## config.mk

```make
export PLATFORM = sky130hd
export DESIGN_NAME = mhpq_cell
export DESIGN_NICKNAME = d
export VERILOG_FILES = /design/src/hw/rtl/mhpq_pkg.sv /design/src/hw/rtl/mhpq_cell.sv
export SDC_FILE = /design/constraint.sdc
export NUM_CORES = 1
export LEC_CHECK = 0
export ABC_AREA = 1
export BUFFER_PORTS_ARGS = -buffer_cell sky130_fd_sc_hd__buf_2
export CAP_MARGIN = 40
export CELL_PAD_IN_SITES_DETAIL_PLACEMENT = 1
export CELL_PAD_IN_SITES_GLOBAL_PLACEMENT = 1
export CORE_AREA = 3 3 100 102
export DETAILED_ROUTE_END_ITERATION = 12
export DIE_AREA = 0 0 103 105
export HOLD_SLACK_MARGIN = 0.06
export PLACE_DENSITY = 0.87
export SLEW_MARGIN = 25
export SYNTH_ARGS = -nofsm -noshare
export SYNTH_HDL_FRONTEND = slang
export SYNTH_SLANG_ARGS = --single-unit
```

## constraint.sdc

```tcl
create_clock -name clk -period 2.38 [get_ports clk]
set_input_delay 0.119 -clock clk [delete_from_list [all_inputs] [get_ports clk]]
set_output_delay 0.119 -clock clk [all_outputs]
set_load 0.005 [all_outputs]
```

## src/hw/rtl/mhpq_pkg.sv

```systemverilog
// Shared types and constants for the max heap priority queue.
package mhpq_pkg;

	localparam int CAPACITY   = 64;
	localparam int VALUE_BITS = 32;
	localparam int COUNT_BITS = $clog2(CAPACITY + 1);

	typedef enum logic [1:0] {
		OP_INSERT = 2'd0,
		OP_REMOVE = 2'd1,
		OP_CLEAR  = 2'd2
	} op_t;

	// Command broadcast to every cell in the chain
	typedef struct packed {
		logic                  ins;
		logic                  rem;
		logic                  clr;
		logic [VALUE_BITS-1:0] value;
	} cmd_t;

	// What one cell shows its neighbors
	typedef struct packed {
		logic                  place;
		logic                  valid;
		logic [VALUE_BITS-1:0] value;
	} link_t;

endpackage

```

## src/hw/rtl/mhpq_cell.sv

```systemverilog
// One slot of the sorted chain: holds a word and shifts toward either neighbor.
module mhpq_cell (
	input  logic           clk,
	input  logic           arst_n,
	input  mhpq_pkg::cmd_t cmd,
	input  mhpq_pkg::link_t left,
	input  mhpq_pkg::link_t right,
	output mhpq_pkg::link_t self
);

	logic                            valid_q;
	logic [mhpq_pkg::VALUE_BITS-1:0] value_q;
	logic                            place;

	// The new word lands here or lower when this slot is free or holds less
	assign place = !valid_q || (cmd.value > value_q);

	assign self.place = place;
	assign self.valid = valid_q;
	assign self.value = value_q;

	// Track occupancy; a slot fills at the insert point or when the left word shifts in
	always_ff @(posedge clk or negedge arst_n) begin
		if (!arst_n) begin
			valid_q <= 1'b0;
		end else if (cmd.clr) begin
			valid_q <= 1'b0;
		end else if (cmd.rem) begin
			valid_q <= right.valid;
		end else if (cmd.ins) begin
			valid_q <= valid_q | (place & (!left.place | left.valid));
		end
	end

	// Shift the word right on insert, left on remove
	always_ff @(posedge clk) begin
		if (cmd.rem) begin
			value_q <= right.value;
		end else if (cmd.ins && place) begin
			value_q <= left.place ? left.value : cmd.value;
		end
	end

endmodule
```

# After elaboration in Yosys (flattened, before gate mapping)
# Index checks and enable logic that the tools add are counted.
# classes
mux,6
n_lt_le_gt_ge,1
bitwise,3
reduce_logical,6
# ops
cell,n
two-way mux 32 bit,3
greater-than comparator 32 bit,1
two-way mux 1 bit,3
nonzero test 3 bit,1
zero test 1 bit,2
OR 1 bit,2
nonzero test 2 bit,1
AND 1 bit,1
logical AND 1 bit,1
logical OR 1 bit,1
# totals
input_bits,105
ff_bits,33
out_inout_bits,34
wordCells,18

# Depth between registers and ports, before layout
# Gate-level depths: netlist (run 1).
# depth
depth_word,7
ltp_mapped,17

# Least setup slack after synthesis (run 1)
# No wires, ideal clock.
# synth_timing
path_kind,flip-flop to flip-flop
startpoint,register value_q[23] in the netlist's numbering
endpoint,"register value_q[0] in the netlist's numbering, enable pin"
period_less_slack_ns,2.356
setup_time_ns,0.390
arrival_time_ns,1.967
setup_slack_ns,0.024
path_stages_with_launch,13
path_cell_list,edfxtp_1 inv_1 ha_1 nand2_2 nor2_4 nand4_2 nor2_2 nand2_1 nand2_1 nand2_1 nand2_2 nand2_1 nand2_1
# synth_via
elab_chain_cells,4
# synth_lines
element,line,rtl
"start, declared",mhpq_cell.sv:12,logic [mhpq_pkg::VALUE_BITS-1:0] value_q;
"start signal, assigned",mhpq_cell.sv:38,value_q <= right.value;
"start signal, assigned",mhpq_cell.sv:40,value_q <= left.place ? left.value : cmd.value;
greater-than comparator 32 bit,mhpq_cell.sv:16,assign place = !valid_q || (cmd.value > value_q);
logical OR 1 bit,mhpq_cell.sv:16,
named net place,mhpq_cell.sv:13,logic place;
logical AND 1 bit,mhpq_cell.sv:39,end else if (cmd.ins && place) begin
nonzero test 2 bit (no line),--,
# The timed path passes the listed nets, and every way through them passes these cells.
# A chain may end at the register's enable or synchronous reset.

# Final worst setup path (run 1)
# layout_timing
startpoint,register value_q[11] in the netlist's numbering
endpoint,"register value_q[30] in the netlist's numbering, enable pin"
# layout_via
elab_chain_cells,4
# layout_lines
element,line
greater-than comparator 32 bit,mhpq_cell.sv:16
logical OR 1 bit,mhpq_cell.sv:16
logical AND 1 bit,mhpq_cell.sv:39
nonzero test 2 bit (no line),--
# Every way passes these cells.

==> results of run 1 <==
==> path summary, 6_finish.rpt <==
path	to	slack, ns
max reg2reg	value_q[30]	0.26
min reg2reg	valid_q	0.67
max in group asynchronous	valid_q	2.14
min	valid_q	0.15
max	value_q[30]	0.26
min in group clk	valid_q	0.15
==> report_power, final <==
| group | total (mW) | internal (mW) | switching, mW |
|---|---|---|---|
| sequential | 0.741 | 0.710 | 0.0300 |
| clock | 0.434 | 0.203 | 0.231 |
| combinational | 0.527 | 0.230 | 0.297 |
| total | 1.70 | 1.14 | 0.558 |
==> kinds of logic (layout without fill, tap and decap cells) <==
family	after synthesis	in the layout	synth area share, %
flops	33	33	38.4
buf+inv	57	192	9.02
simple gates	122	122	20.3
compound gates	83	83	16.6
fa+ha+maj	32	32	15.6
==> cells in the final DEF, fill, tap and decap left out, types with 3 or more instances in the layout <==
cell type / count
a21oi_1: 76
buf_2: 137
buf_4: 4
clkbuf_8: 5
edfxtp_1: 32
ha_1: 32
inv_1: 38
inv_2: 3
nand2_1: 66
nand2_2: 5
nor2_1: 40
nor2_2: 3
==> metal layers <==
| metal | share of wire [%] | wire length (um) | track usage [%] |
|---|---|---|---|
| met5 | 0 | 0 | 0 |
| met4 | 1.0 | 91 | 4.16 |
| met3 | 4.7 | 427 | 3.60 |
| met2 | 54 | 4910 | 31.9 |
| met1 | 40 | 3610 | 17.3 |
==> worst register-to-register path, stage by stage, from the launching register on <==
cell	delay, ns
edfxtp_1	0.37
inv_1	0.05
ha_1	0.31
nand4_1	0.12
nor3_2	0.19
nand2_1	0.08
nand2_1	0.06
nand2_1	0.04
nand2_1	0.05
nand2_1	0.06
nand2_2	0.06
nand2_1	0.05
nand2_1	0.07
buf_4	0.29
==> state kept, by name, summed over array words and instances, names as in the netlist <==
signal,flops
value_q,32
valid_q,1
==> timing repair <==
item | in CTS | in global routing
hold buffers | 2 | 0
endpoints found under the hold margin | 2 | 0
endpoints found under the setup margin | 0 | 0
resized for setup | 0 | 0
==> cell type report <==
cell class | count | area share, %
Sequential cell | 33 | 28.6
Multi-Input combinational cell | 237 | 39.1
Timing Repair Buffer | 143 | 21.4
Clock buffer | 6 | 2.11
Inverter | 41 | 4.47
Tap cell | 111 | 4.03
Clock inverter | 2 | 0.291
==> results.sh, run 1 <==
export IMPL_status="finished clean"
export IMPL_synth_edf_count=32
export IMPL_synth_cell_area_mm2=0.00256
export IMPL_nNetsFinal=598
export IMPL_finalSetupTns_ns=0
export IMPL_wirelength_mm=9.04
export IMPL_period_share_pct=89.0
export IMPL_drc_errors=0
export IMPL_area_delta_synth_final_pct=34.3
export IMPL_initial_core_util_pct=27.9
export IMPL_yosysMostFrequentCell="a21oi_1"
export IMPL_synth_top_cell_by_area="edfxtp_1"
export IMPL_slew_violations=0
export IMPL_cpMostUsedCell="nand2_1"
export IMPL_whs_ns=0.152
export IMPL_r2r_start="value_q[11]"
export IMPL_core_area_mm2=0.00920
export IMPL_insertion_delay_ns=0.28
export IMPL_fp_dieH_um=105
export IMPL_num_antenna_cells=0
export IMPL_drtPass1Iterations=4
export IMPL_max_freq_ghz=0.472
export IMPL_crit_arrival_ns=2.08
export IMPL_post_cts_buffers=0
export IMPL_die_w_um=103
export IMPL_crit_chain="inv_1, ha_1, nand4_1, nor3_2, nand2_1, nand2_1, nand2_1, nand2_1, nand2_1, nand2_2, nand2_1, nand2_1, buf_4"
export IMPL_ys_top_cells_by_count="76 x a21oi_1, 66 x nand2_1, 40 x nor2_1"
export IMPL_slowest_stage="edfxtp_1"
export IMPL_grtUsageTotal_pct=16.5
export IMPL_synth_area_per_cell_um2=7.84
export IMPL_portBuffers=137
export IMPL_place_ws_ns=0.226
export IMPL_ys_seq_area_share_pct=38.4
export IMPL_setup_violations_final=0
export IMPL_vias_per_cell=4.74
export IMPL_rsz0062_at_grt="no"
export IMPL_hold_class="input port to async pin"
export IMPL_crit_buf_inv=2
export IMPL_ant_nets=0
export IMPL_worst_pin_slew_ns=0.777
export IMPL_grt_pass1_wl_mm=13.9
export IMPL_reg2regPathDepth=13
export IMPL_dp_cells=563
export IMPL_syn_nets=464
export IMPL_crit_family="simple AND/OR/NAND/NOR gates"
export IMPL_cts_max_path_buffers=2
export IMPL_dieArea_mm2=0.0108
export IMPL_avgRoutedWirePerCell_um=15.8
export IMPL_synthCells=327
export IMPL_antenna_found_initial=0
export IMPL_max_slew_margin_pct=48.2
export IMPL_post_route_cell_area_mm2=0.00344
export IMPL_slowest_delay_ns=0.37
export IMPL_finalWorstSetupSlack_ns=0.261
export IMPL_fin_skew_ns=0.00745
export IMPL_cp_depth=13
export IMPL_place_area_mm2=0.00334
export IMPL_ys_flop_type="edfxtp_1"
export IMPL_htree_num_levels=2
export IMPL_final_layout_size_suffix_gt1_share_pct=35.7
export IMPL_critPathKind="register to register"
export IMPL_synth_warnings=0
export IMPL_multi_input_area_mm2=0.00135
export IMPL_grt_start_max_net_pins=34
export IMPL_peakVddDrop_mv=0.167
export IMPL_area_sequential_um2=986
export IMPL_power_density_mw_per_mm2=494
export IMPL_period_minus_slack_ns=2.12
export IMPL_ys_async_sr_fraction_pct=3.03
export IMPL_p_leak_nw=1.81
export IMPL_gr_total_overflow=0
export IMPL_n_fill_cell=1191
export IMPL_clock_sinks=33
export IMPL_ys_ff_latch=33
export IMPL_final_hold_viol_count=0
export IMPL_finalPower_mw=1.70
export IMPL_io_pins=139
export IMPL_dp_hpwl_mm=7.01
export IMPL_fin_cells=573
export IMPL_ctsRootBufferMaster="clkbuf_8"
export IMPL_dr_total_vias=2716
export IMPL_startpoint_type="register"
export IMPL_place_congestion=0.726
export IMPL_required_ns=2.34
export IMPL_cts_tree="built"
export IMPL_finish_utilization_pct=37.5
export IMPL_ys_types=25
export IMPL_crit_start="value_q[11]"
export IMPL_grt_pass1_vias=2975
export IMPL_core_rowCount=35
export IMPL_endpoint_kind="register"
export IMPL_first_iter_violations=46
export IMPL_path_max_fanout=18
export IMPL_maxCapViolCount=0
export IMPL_yosys_top_cells_area="edfxtp_1 37%, ha_1 16%, a21oi_1 15%"
export IMPL_synth_top_area_share_pct=37.5
export IMPL_path_clk_slew_ns=0.08
export IMPL_numCtsBuffers=5
Note: power is estimated with default switching activity, not from simulation.
==> inputs of run 2 (changes only) <==
- BUFFER_PORTS_ARGS: -buffer_cell sky130_fd_sc_hd__buf_2 -> default
- CORE_AREA: 3 3 100 102 -> 3 3 84 86
- CTS_BUF_LIST: default -> sky130_fd_sc_hd__clkbuf_4
- DIE_AREA: 0 0 103 105 -> 0 0 87 89
- DONT_BUFFER_PORTS: default -> 1
==> run 2 against run 1 <==
  * Register-to-register slack worse by 0.08 ns
  * Die area down 28%
  * Cell area down 1.9%
  * Critical path type unchanged
  * Critical endpoint is now value_q[27]
  * Largest cell class unchanged
==> results.sh, run 2 (same netlist as run 1, synthesis figures left out) <==
export IMPL_max_slew_margin_pct=56.9
export IMPL_grt_start_max_net_pins=34
export IMPL_finalPower_mw=1.58
export IMPL_avgRoutedWirePerCell_um=19.3
export IMPL_first_iter_violations=62
export IMPL_die_w_um=87
export IMPL_slowest_delay_ns=0.45
export IMPL_final_layout_size_suffix_gt1_share_pct=7.99
export IMPL_peakVddDrop_mv=0.210
export IMPL_cpMostUsedCell="nand2_1"
export IMPL_power_density_mw_per_mm2=466
export IMPL_place_ws_ns=0.227
export IMPL_gr_total_overflow=0
export IMPL_layout_common_cells="76 x a21oi_1, 64 x nand2_1, 64 x dlygate4sd3_1"
export IMPL_largest_register="value_q"
export IMPL_vias_per_cell=5.38
export IMPL_reg2regPathDepth=13
export IMPL_required_ns=2.48
export IMPL_area_delta_synth_final_pct=31.8
export IMPL_grt_pass1_wl_mm=13.4
export IMPL_place_area_mm2=0.00261
export IMPL_critPathKind="register to register"
export IMPL_grt_pass1_vias=2770
export IMPL_initial_core_util_pct=40.4
export IMPL_slowest_stage="edfxtp_1"
export IMPL_endpoint_kind="register"
export IMPL_whs_path_depth=2
export IMPL_finalWorstSetupSlack_ns=0.186
export IMPL_period_minus_slack_ns=2.19
export IMPL_final_hold_viol_count=0
export IMPL_fin_skew_ns=0.0201
export IMPL_insertion_delay_ns=0.33
export IMPL_ant_nets=0
export IMPL_portBuffers=0
export IMPL_cts_max_path_buffers=2
export IMPL_crit_chain="inv_1, ha_1, a21oi_1, nand2_1, a21oi_1, nand2_1, nand2_1, nand2_1, nand2_1, nand2_2, nand2_2, nand2_4, clkbuf_16"
export IMPL_startpoint_type="register"
export IMPL_wirelength_mm=8.97
export IMPL_path_clk_slew_ns=0.12
export IMPL_layout_commonest_cell="a21oi_1"
export IMPL_whs_ns=0.0495
export IMPL_antenna_found_initial=0
export IMPL_crit_arrival_ns=2.29
export IMPL_numCtsBuffers=5
export IMPL_core_rowCount=29
export IMPL_dp_cells=390
export IMPL_fin_cells=465
export IMPL_slew_violations=0
export IMPL_dieArea_mm2=0.00774
export IMPL_place_congestion=0.732
export IMPL_io_pins=139
export IMPL_core_area_mm2=0.00635
export IMPL_post_cts_buffers=0
export IMPL_setup_violations_final=0
export IMPL_dr_total_vias=2500
export IMPL_htree_num_levels=2
export IMPL_period_share_pct=92.2
export IMPL_fp_dieH_um=89
export IMPL_largestRegisters="value_q (32), valid_q (1)"
export IMPL_num_antenna_cells=0
export IMPL_finalSetupTns_ns=0
export IMPL_max_freq_ghz=0.456
export IMPL_maxCapViolCount=0
export IMPL_hold_class="input port to register"
export IMPL_grtUsageTotal_pct=22.4
export IMPL_ctsRootBufferMaster="clkbuf_4"
export IMPL_drc_errors=0
export IMPL_n_fill_cell=740
export IMPL_cts_tree="built"
export IMPL_status="finished clean"
export IMPL_finish_utilization_pct=53.2
export IMPL_nNetsFinal=524
export IMPL_largest_reg_flops=32
export IMPL_worst_pin_slew_ns=0.646
export IMPL_clock_sinks=33
export IMPL_rsz0062_at_grt="no"
export IMPL_drtPass1Iterations=4
export IMPL_dp_hpwl_mm=5.71
export IMPL_path_max_fanout=8
export IMPL_post_route_cell_area_mm2=0.00338
export IMPL_p_leak_nw=1.55
run 2: cell types whose count changed in the layout (fill, tap and decap cells not counted), moves of 3 or more:
cell,previous run,this run
buf_2,137,0
dlygate4sd3_1,2,64
clkbuf_4,0,7
clkbuf_8,5,0
buf_4,4,1
run 2: cell type report:
type	instances	area, um2	share of cell area [%]
well taps	77	96.3	2.85
clock inverters	1	3.75	0.111
multi-input cells	237	1360	40.2
repair buffers	69	729	21.6
flip-flops and latches	33	986	29.2
clock buffers	7	52.6	1.55
inverters	41	154	4.55
run 2: what timing repair did:
item / CTS / global route
gates resized for setup: 0 / 3
hold buffers: 63 / 1
setup endpoints to repair: 0 / 7
endpoints found under the hold margin: 32 / 1
run 2: where the power goes:
group	leakage [nW]	internal (mW)	switching, mW
combinational	1.19	0.240	0.238
sequential	0.332	0.712	0.0490
clock	0.0338	0.137	0.200
total	1.55	1.09	0.487
run 2: critical path: cells and delay by family, from the launching register on:
family	cells	cell delay [ns]
AO/OA/AOI/OAI	2	0.36
buffers and inverters	2	0.30
flip-flops	1	0.45
adder cells (fa/ha/maj)	1	0.25
AND/OR/NAND/NOR	8	0.60
run 2: final timing paths:
kind / start / to / slack (ns)
setup / recovery: value_q[11] / value_q[27] / 0.19
hold / removal: cmd[33] / value_q[27] / 0.05
max in group asynchronous: arst_n / valid_q / 1.76
min in group asynchronous: arst_n / valid_q / 0.52
hold reg to reg: valid_q / value_q[5] / 1.01
setup reg to reg: value_q[11] / value_q[27] / 0.19
run 2: routing by layer:
layer / part of all wire (%) / track usage (%) / vias to the layer above
li1: - / - / 1206
met2: 57 / 46.5 / 73
met3: 4.9 / 4.24 / 9
met5: 0 / 0 / -
met1: 38 / 22.3 / 1212
met4: 0.96 / 5.52 / 0
==> inputs of run 3 (changes only) <==
- CORE_AREA: 3 3 84 86 -> 3 3 90 92
- DIE_AREA: 0 0 87 89 -> 0 0 93 95
- PLACE_DENSITY: 0.87 -> 0.76
- SETUP_SLACK_MARGIN: default -> 0.5
- clock period: 2.38 -> 2.34 ns (I/O delays scaled with it)
==> run 3 against run 2 <==
  * Largest power group unchanged
  * Clock skew fell by 0.016 ns
  * Largest cell class unchanged
  * Sequential cell count did not move
  * Highest routed layer unchanged
  * Cell count rose by 5.8%
==> results.sh, run 3 (same netlist as run 1, synthesis figures left out) <==
export IMPL_p_leak_nw=1.57
export IMPL_period_share_pct=89.0
export IMPL_wirelength_mm=9.35
export IMPL_hold_class="input port to register"
export IMPL_peakVddDrop_mv=0.245
export IMPL_core_area_mm2=0.00729
export IMPL_reg2regPathDepth=12
export IMPL_core_rowCount=31
export IMPL_initial_core_util_pct=35.2
export IMPL_path_clk_slew_ns=0.11
export IMPL_whs_path_depth=2
export IMPL_avgRoutedWirePerCell_um=19.0
export IMPL_gr_total_overflow=0
export IMPL_grt_pass1_wl_mm=14.2
export IMPL_place_congestion=0.766
export IMPL_dp_hpwl_mm=5.69
export IMPL_io_pins=139
export IMPL_drc_errors=0
export IMPL_dieArea_mm2=0.00884
export IMPL_htree_num_levels=2
export IMPL_period_minus_slack_ns=2.08
export IMPL_final_layout_size_suffix_gt1_share_pct=18.1
export IMPL_largest_register="value_q"
export IMPL_dr_total_vias=2550
export IMPL_antenna_found_initial=0
export IMPL_clock_sinks=33
export IMPL_area_sequential_um2=986
export IMPL_path_max_fanout=8
export IMPL_slew_violations=0
export IMPL_num_antenna_cells=0
export IMPL_grtUsageTotal_pct=20.7
export IMPL_worst_hold_path_endpoint="value_q[23]"
export IMPL_numCtsBuffers=5
export IMPL_cts_tree="built"
export IMPL_cts_max_path_buffers=2
export IMPL_insertion_delay_ns=0.34
export IMPL_maxCapViolCount=0
export IMPL_vias_per_cell=5.18
export IMPL_ctsRootBufferMaster="clkbuf_4"
export IMPL_max_freq_ghz=0.480
export IMPL_largestRegisters="value_q (32), valid_q (1)"
export IMPL_area_delta_synth_final_pct=45.1
export IMPL_grt_pass1_vias=2869
export IMPL_n_fill_cell=870
export IMPL_multi_input_area_mm2=0.00170
export IMPL_die_w_um=93
export IMPL_whs_ns=0.0764
export IMPL_first_iter_violations=118
export IMPL_critPathKind="register to register"
export IMPL_portBuffers=0
export IMPL_r2r_start="value_q[10]"
export IMPL_worst_pin_slew_ns=0.611
export IMPL_layout_common_cells="72 x a21oi_1, 68 x dlygate4sd3_1, 55 x nand2_1"
export IMPL_largest_reg_flops=32
export IMPL_min_delay_start="cmd[33]"
export IMPL_finalSetupTns_ns=0
export IMPL_power_density_mw_per_mm2=463
export IMPL_crit_arrival_ns=2.14
export IMPL_nNetsFinal=529
export IMPL_drtPass1Iterations=6
export IMPL_grt_start_max_net_pins=34
export IMPL_r2r_setup_slack_ns=0.26
export IMPL_required_ns=2.40
export IMPL_ant_nets=0
export IMPL_fp_dieH_um=95
export IMPL_layout_commonest_cell="a21oi_1"
export IMPL_fin_skew_ns=0.00378
export IMPL_final_hold_viol_count=0
export IMPL_startpoint_type="register"
export IMPL_crit_start="value_q[10]"
export IMPL_status="finished clean"
export IMPL_setup_violations_final=0
export IMPL_max_slew_margin_pct=59.2
export IMPL_rr_endpoint="value_q[21]"
export IMPL_endpoint_kind="register"
export IMPL_rsz0062_at_grt="yes"
==> run 3: critical path: stages, from the launching register on <==
cell and delay (ns):
edfxtp_1 0.41, inv_1 0.09, ha_4 0.27, nand4_1 0.14, nor3_4 0.18, nand2_1 0.08, nand2_1 0.08, nand2_2 0.06
nand2_2 0.07, nand2_2 0.06, nand2_4 0.10, nand2_8 0.12, nand2_8 0.13
==> run 3: layout make-up <==
cell class | instances | share of cell area, %
clock buffers | 8 | 1.61
inverters | 41 | 4.13
multi-input cells | 240 | 45.5
flip-flops and latches | 33 | 26.5
well taps | 99 | 3.33
repair buffers | 71 | 18.9
==> run 3: per-layer routing <==
layer / GRT usage [%] / vias to the layer above / part of all wire (%)
met4: 4.88 / 0 / 0.86
met5: 0 / - / 0
met1: 23.4 / 1231 / 39
met2: 39.7 / 85 / 55
li1: - / 1224 / -
met3: 4.30 / 10 / 5.4
==> run 3: worst max path at each step <==
stage,end,slack (ns)
2_1_floorplan,value_q[0],0.53
3_3_place_gp,value_q[20],0.21
3_5_place_dp,value_q[17],0.15
4_1_cts,value_q[19],0.28
5_1_grt,value_q[18],0.13
6_report,value_q[21],0.26
==> run 3: stage by stage <==
step | area [um2] | util, % | cells | setup WS (ns) | total power [mW]
floorplan | 2580 | - | 327 | 0.526 | 1.06
global placement | 2640 | 36.2 | 411 | 0.210 | 1.11
detailed placement | 2640 | 36.2 | 411 | 0.145 | 1.14
CTS | 3530 | 48.4 | 489 | 0.282 | 1.67
global route | 3720 | 51.0 | 492 | 0.133 | 1.84
finish | 3720 | 51.0 | 492 | 0.258 | 1.72
==> run 3: timing repair <==
action	CTS	global route
setup endpoints to repair	33	33
buffers inserted	0	2
pin swaps	11	10
gates resized for setup	21	28
hold endpoints to repair	33	1
gates cloned	3	0
hold buffers	67	1
==> run 3: power breakdown <==
part | switching, mW | internal, mW | leakage (nW)
combinational | 0.289 | 0.288 | 1.20
clock | 0.213 | 0.155 | 0.0368
sequential | 0.0531 | 0.724 | 0.332
